### config.mk
export PLATFORM = sky130hd
export DESIGN_NAME = tlcst_cmd_fifo
export DESIGN_NICKNAME = d
export VERILOG_FILES = /design/src/rtl/two_layer_chip_spreading_transmitter_top_macros.svh /design/src/rtl/tlcst_pkg.sv /design/src/rtl/tlcst_cmd_fifo.sv
export SDC_FILE = /design/constraint.sdc
export NUM_CORES = 1
export LEC_CHECK = 0
export BUFFER_PORTS_ARGS = -buffer_cell sky130_fd_sc_hd__buf_2
export CAP_MARGIN = 20
export CELL_PAD_IN_SITES_DETAIL_PLACEMENT = 1
export CELL_PAD_IN_SITES_GLOBAL_PLACEMENT = 1
export CORE_UTILIZATION = 35
export CTS_CLUSTER_SIZE = 8
export DETAILED_ROUTE_END_ITERATION = 8
export PLACE_DENSITY_LB_ADDON = 0.08
export REMOVE_ABC_BUFFERS = 1
export SLEW_MARGIN = 20
export SYNTH_ARGS = -nofsm -noshare
export SYNTH_HDL_FRONTEND = slang
export SYNTH_SLANG_ARGS = --single-unit
### constraint.sdc
create_clock -name clk -period 2.9 [get_ports clk]
set_input_delay 0.145 -clock clk [delete_from_list [all_inputs] [get_ports clk]]
set_output_delay 0.145 -clock clk [all_outputs]
set_load 0.05 [all_outputs]
### src/rtl/two_layer_chip_spreading_transmitter_top_macros.svh
// Assertion macros shared by the two-layer chip spreading transmitter.
`ifndef TWO_LAYER_CHIP_SPREADING_TRANSMITTER_TOP_MACROS_SVH
`define TWO_LAYER_CHIP_SPREADING_TRANSMITTER_TOP_MACROS_SVH

// A condition that must hold at every clock edge outside reset.
`define TLCST_ASSERT_ALWAYS(lbl, cond, msg) \
	lbl: assert property (@(posedge clk) disable iff (!arst_n) (cond)) else $error(msg);

// An implication checked in the same cycle.
`define TLCST_ASSERT_IMPLY(lbl, ante, cons, msg) \
	lbl: assert property (@(posedge clk) disable iff (!arst_n) (ante) |-> (cons)) \
		else $error(msg);

`endif

### src/rtl/tlcst_pkg.sv
// Shared constants, types and chip-spreading functions of the transmitter.
`timescale 1ns / 1ps
package tlcst_pkg;

	localparam int QUEUE_DEPTH = 1024;
	localparam int IDX_W = $clog2(QUEUE_DEPTH);
	localparam int CNT_W = IDX_W + 1;
	localparam int WORD_W = 32;
	localparam int BIT_W = $clog2(WORD_W);
	localparam int CHIPS = WORD_W / 2;

	localparam logic [WORD_W-1:0] PREAMBLE_WORD = 32'h5555_5555;
	localparam logic [WORD_W-1:0] SYNC_WORD = 32'hD555_5555;
	localparam logic [7:0] LEVEL_HIGH_BYTE = 8'hFF;
	localparam logic [7:0] LEVEL_LOW_BYTE = 8'h00;

	localparam int BYTE_WORDS = 2;
	localparam int PREAMBLE_WORDS = 4;
	localparam int START_WORDS = 12;
	localparam int SEQ_W = 4;

	localparam int CMD_FIFO_DEPTH = 4;
	localparam int CMD_PTR_W = $clog2(CMD_FIFO_DEPTH);

	// Operation codes carried in tuser.
	localparam logic [1:0] OP_TICK = 2'd0;
	localparam logic [1:0] OP_BYTE = 2'd1;
	localparam logic [1:0] OP_START = 2'd2;

	typedef enum logic [1:0] {
		CMD_TICK,
		CMD_BYTE,
		CMD_START,
		CMD_NOP
	} cmd_kind_t;

	typedef struct packed {
		cmd_kind_t kind;
		logic [7:0] data;
	} cmd_t;

	// Result fields, last field in the lowest bit.
	typedef struct packed {
		logic dropped;
		logic busy_res;
		logic led_layer2;
		logic led_layer1;
	} res_t;

	typedef struct packed {
		logic rd_en;
		logic wr_en;
		logic [CNT_W-1:0] used;
	} back_status_t;

	function automatic logic [CHIPS-1:0] chip_pattern(input logic [1:0] sel);
		logic [CHIPS-1:0] p;
		case (sel)
			2'd0: p = 16'h3CC3;
			2'd1: p = 16'h9696;
			2'd2: p = 16'h6969;
			2'd3: p = 16'hC33C;
			default: p = '0;
		endcase
		return p;
	endfunction

	// Every chip fills two neighboring bits of the word.
	function automatic logic [WORD_W-1:0] double_chips(input logic [CHIPS-1:0] c);
		logic [WORD_W-1:0] r;
		for (int i = 0; i < CHIPS; i++) begin
			r[2*i] = c[i];
			r[2*i+1] = c[i];
		end
		return r;
	endfunction

	// Layer 2 word in the upper half, layer 1 word in the lower half.
	function automatic logic [2*WORD_W-1:0] nibble_words(input logic [3:0] nib);
		logic [WORD_W-1:0] w1;
		logic [WORD_W-1:0] w2;
		w1 = double_chips(chip_pattern(nib[1:0]));
		w2 = double_chips(chip_pattern(~nib[3:2]));
		return {w2, w1};
	endfunction

	// Word pair number seq of a queued byte or of the start frame.
	function automatic logic [2*WORD_W-1:0] frame_words(input logic is_start,
			input logic [SEQ_W-1:0] seq, input logic [7:0] data);
		logic [7:0] b;
		logic [2*WORD_W-1:0] w;
		if (is_start && seq < SEQ_W'(PREAMBLE_WORDS - 1)) begin
			w = {PREAMBLE_WORD, PREAMBLE_WORD};
		end else if (is_start && seq == SEQ_W'(PREAMBLE_WORDS - 1)) begin
			w = {SYNC_WORD, SYNC_WORD};
		end else begin
			if (!is_start) begin
				b = data;
			end else if (seq >= SEQ_W'(START_WORDS - BYTE_WORDS)) begin
				b = LEVEL_LOW_BYTE;
			end else begin
				b = LEVEL_HIGH_BYTE;
			end
			w = nibble_words(seq[0] ? b[7:4] : b[3:0]);
		end
		return w;
	endfunction

endpackage

### src/rtl/tlcst_cmd_fifo.sv
// Short command queue between the front end and the back end.
`timescale 1ns / 1ps
module tlcst_cmd_fifo
	import tlcst_pkg::*;
(
	input  logic clk,
	input  logic arst_n,
	input  logic push_valid,
	output logic push_ready,
	input  cmd_t push_cmd,
	output logic pop_valid,
	input  logic pop_ready,
	output cmd_t pop_cmd
);

	cmd_t ent_q [CMD_FIFO_DEPTH];
	logic [CMD_PTR_W-1:0] wr_ptr_q;
	logic [CMD_PTR_W-1:0] rd_ptr_q;
	logic [CMD_PTR_W:0] count_q;
	logic push;
	logic pop;

	assign push_ready = count_q != (CMD_PTR_W+1)'(CMD_FIFO_DEPTH);
	assign pop_valid = count_q != '0;
	assign pop_cmd = ent_q[rd_ptr_q];
	assign push = push_valid && push_ready;
	assign pop = pop_valid && pop_ready;

	always_ff @(posedge clk) begin
		if (push) begin
			ent_q[wr_ptr_q] <= push_cmd;
		end
	end

	always_ff @(posedge clk or negedge arst_n) begin
		if (!arst_n) begin
			wr_ptr_q <= '0;
			rd_ptr_q <= '0;
			count_q <= '0;
		end else begin
			if (push) begin
				wr_ptr_q <= wr_ptr_q + 1'b1;
			end
			if (pop) begin
				rd_ptr_q <= rd_ptr_q + 1'b1;
			end
			if (push && !pop) begin
				count_q <= count_q + 1'b1;
			end else if (pop && !push) begin
				count_q <= count_q - 1'b1;
			end
		end
	end

endmodule

==> results_dict.tcl <==
set metrics [dict create \
    placement.cell_area_um2 2090 \
    cts-root-to-sink-buffers 2 \
    cts_hold_buffers 1 \
    wirelength_um 3250 \
    hold_viol 0 \
    drt-vias-per-instance 4.64 \
    cts_root_buffer "clkbuf_8" \
    post-cts-setup-buffer-count 0 \
    post-dp-hpwl_um 2150 \
    finalClockSkew_ns 0.00932 \
    die_y_um 75.4 \
    cts.htree.levels 2 \
    start_util_pct 36.6 \
    grt_antenna_before_repair 0 \
    power.density_cell_area_nw_per_um2 1130 \
    syn2layout_area_growth_pct 17.0 \
    wire_per_inst_um 17.1 \
    drive_gt1_share_pct 41.7 \
    layout.cells.most_common_list "40 x edfxtp_1, 25 x buf_2, 8 x mux4_2, 7 x dfrtp_1" \
    min_period_ns 2.11 \
    cts.repair.resized 0 \
    timing.critical_path.fanout_max 4 \
    synth_warnings 0 \
    tritoncts.num_buffers 5 \
    fp.coreArea_um2 5140 \
    power.static_leakage_nw 0.802 \
    layout_worst_path_cycle_share_pct 72.9 \
    remaining_drc_errors 0 \
    timing.critical_path.to_type "flop" \
    finalSetupViolations 0 \
    number_of_global_route_vias_before_repair 982 \
    number_of_clock_sinks 47 \
    layout.core_utilization_pct 42.9 \
    grt_first_pass_wirelength_um 5300 \
    overall_global_routing_resource_usage_pct 13.9 \
    yosysSeqAreaShare_pct 73.1 \
    finalSetupTns_ns 0 \
    mostFrequentLayoutCell "edfxtp_1" \
    vias 881 \
    die_width_um 75.4 \
    num-nets-final 139 \
    worst_ep_required_time_ns 3.12 \
    yosys_register_bits 47 \
    crit_type "flop to flop" \
    max-slew-margin-rel_pct 63.1 \
    buffer_ports.inserted 25 \
    die_area_um2 5680 \
    clkSlewWorstSetupHoldPaths_ns 0.08 \
    timing.max_cap.violations 0 \
    io_pins 26 \
    remaining_global_route_overflow 0 \
    cts_tree "yes" \
    rsz_0062_raised_after_global_routing "false" \
    drt_pre_antenna_iters 4 \
    timing.hold.worst.class "primary input to flop" \
    netlist-cell-type-count 20 \
    design_area_um2 2200 \
    detail_route_antenna_nets 0 \
    synth_area_per_cell_um2 21.6 \
    grt_max_degree 15 \
    timing_worst_slew_pin_value_ns 0.554 \
    start_kind "flop" \
    antenna_cells_inserted 0 \
    synth_area_um2 1880 \
    rows 26 \
    power.ir.vdd_worst_mv 0.394 \
    report.final.slew_viol_count 0 \
    clock.fmax_ghz 0.473 \
    detailedRoute.firstIterationViolations 58 \
    synthesis.instances 87 \
    clock_latency_on_the_worst_skew_pair_ns 0.30 \
    critPathArrivalTime_ns 2.34 \
    run_status "completed" \
    routabilityCongestion 0.645 \
]
## state kept, by name, indices dropped and copies added (netlist names)
register	flops
wr_ptr_q	2
ent_q	40
count_q	3
rd_ptr_q	2
## synthesized netlist by cell type, drive strengths merged
master | count | share of area, %
a21boi | 1 | 0.60
and2 | 4 | 1.6
buf | 2 | 0.86
dfrtp | 7 | 9.3
edfxtp | 40 | 64
fa | 1 | 1.1
ha | 5 | 3.3
inv | 3 | 0.60
mux2 | 2 | 1.4
mux4 | 10 | 12
nand2 | 2 | 0.80
nand3 | 1 | 0.53
nor2 | 2 | 0.40
or3 | 1 | 0.60
xnor2 | 4 | 1.9
xor2 | 2 | 0.93
## logic make-up after synthesis
logic type,count (synthesis),synth area share [%]
flops,47,73.1
mux,12,13.8
xor+xnor,6,2.79
fa+ha+maj,6,4.39
buf+inv,5,1.46
compound gates,1,0.598
simple gates,10,3.92
## routing by layer
metal,GRT usage [%],up-vias,wire length (µm)
li1,-,402,-
met1,16.9,454,1380
met2,22.3,20,1680
met3,4.50,5,133
met4,7.41,0,57
met5,0,-,0
## worst paths after layout
check,from,to,slack [ns],cells after the start
max,count_q[2],count_q[2],0.79,8
min in group asynchronous,arst_n,count_q[0],0.20,2
min,push_cmd[8],ent_q[2][8],0.06,1
max reg2reg,count_q[2],count_q[2],0.79,8
min reg2reg,count_q[2],count_q[2],0.56,1
max in group asynchronous,arst_n,rd_ptr_q[1],2.53,2
## area by class of cell
cell class	count	area (µm²)
clock inverters	1	30.0
repair buffers	27	143
flip-flops and latches	47	1380
clock buffers	7	76.3
inverters	3	11.3
well taps	70	87.6
multi-input cells	35	479
fillers	531	2940
## critical path, cell delays in order, from the launching register on
cell and delay, ns:
dfrtp_1 0.44, or3_4 0.44, nand2_4 0.09, ha_1 0.18, inv_1 0.06, fa_1 0.38, xor2_1 0.16, nor2_1 0.13
xor2_1 0.17
## metrics by stage
stage | hold slack [ns] | power, mW | setup WS (ns) | instances
final | 0.0556 | 2.50 | 0.786 | 190
after global routing | 0.0446 | 2.66 | 0.632 | 190
after CTS | 0.0506 | 2.55 | 0.726 | 190
after detailed placement | -0.00256 | 2.07 | 0.797 | 181
after global placement | -0.0111 | 2.05 | 0.895 | 181
after floorplan | -0.151 | 1.81 | 0.850 | 85
## report_power, final
part / total, mW / internal (mW) / switching (mW)
registers: 1.04 / 0.911 / 0.127
logic: 0.989 / 0.352 / 0.636
clock network: 0.469 / 0.258 / 0.211
Note: power is estimated with default switching activity, not from simulation.
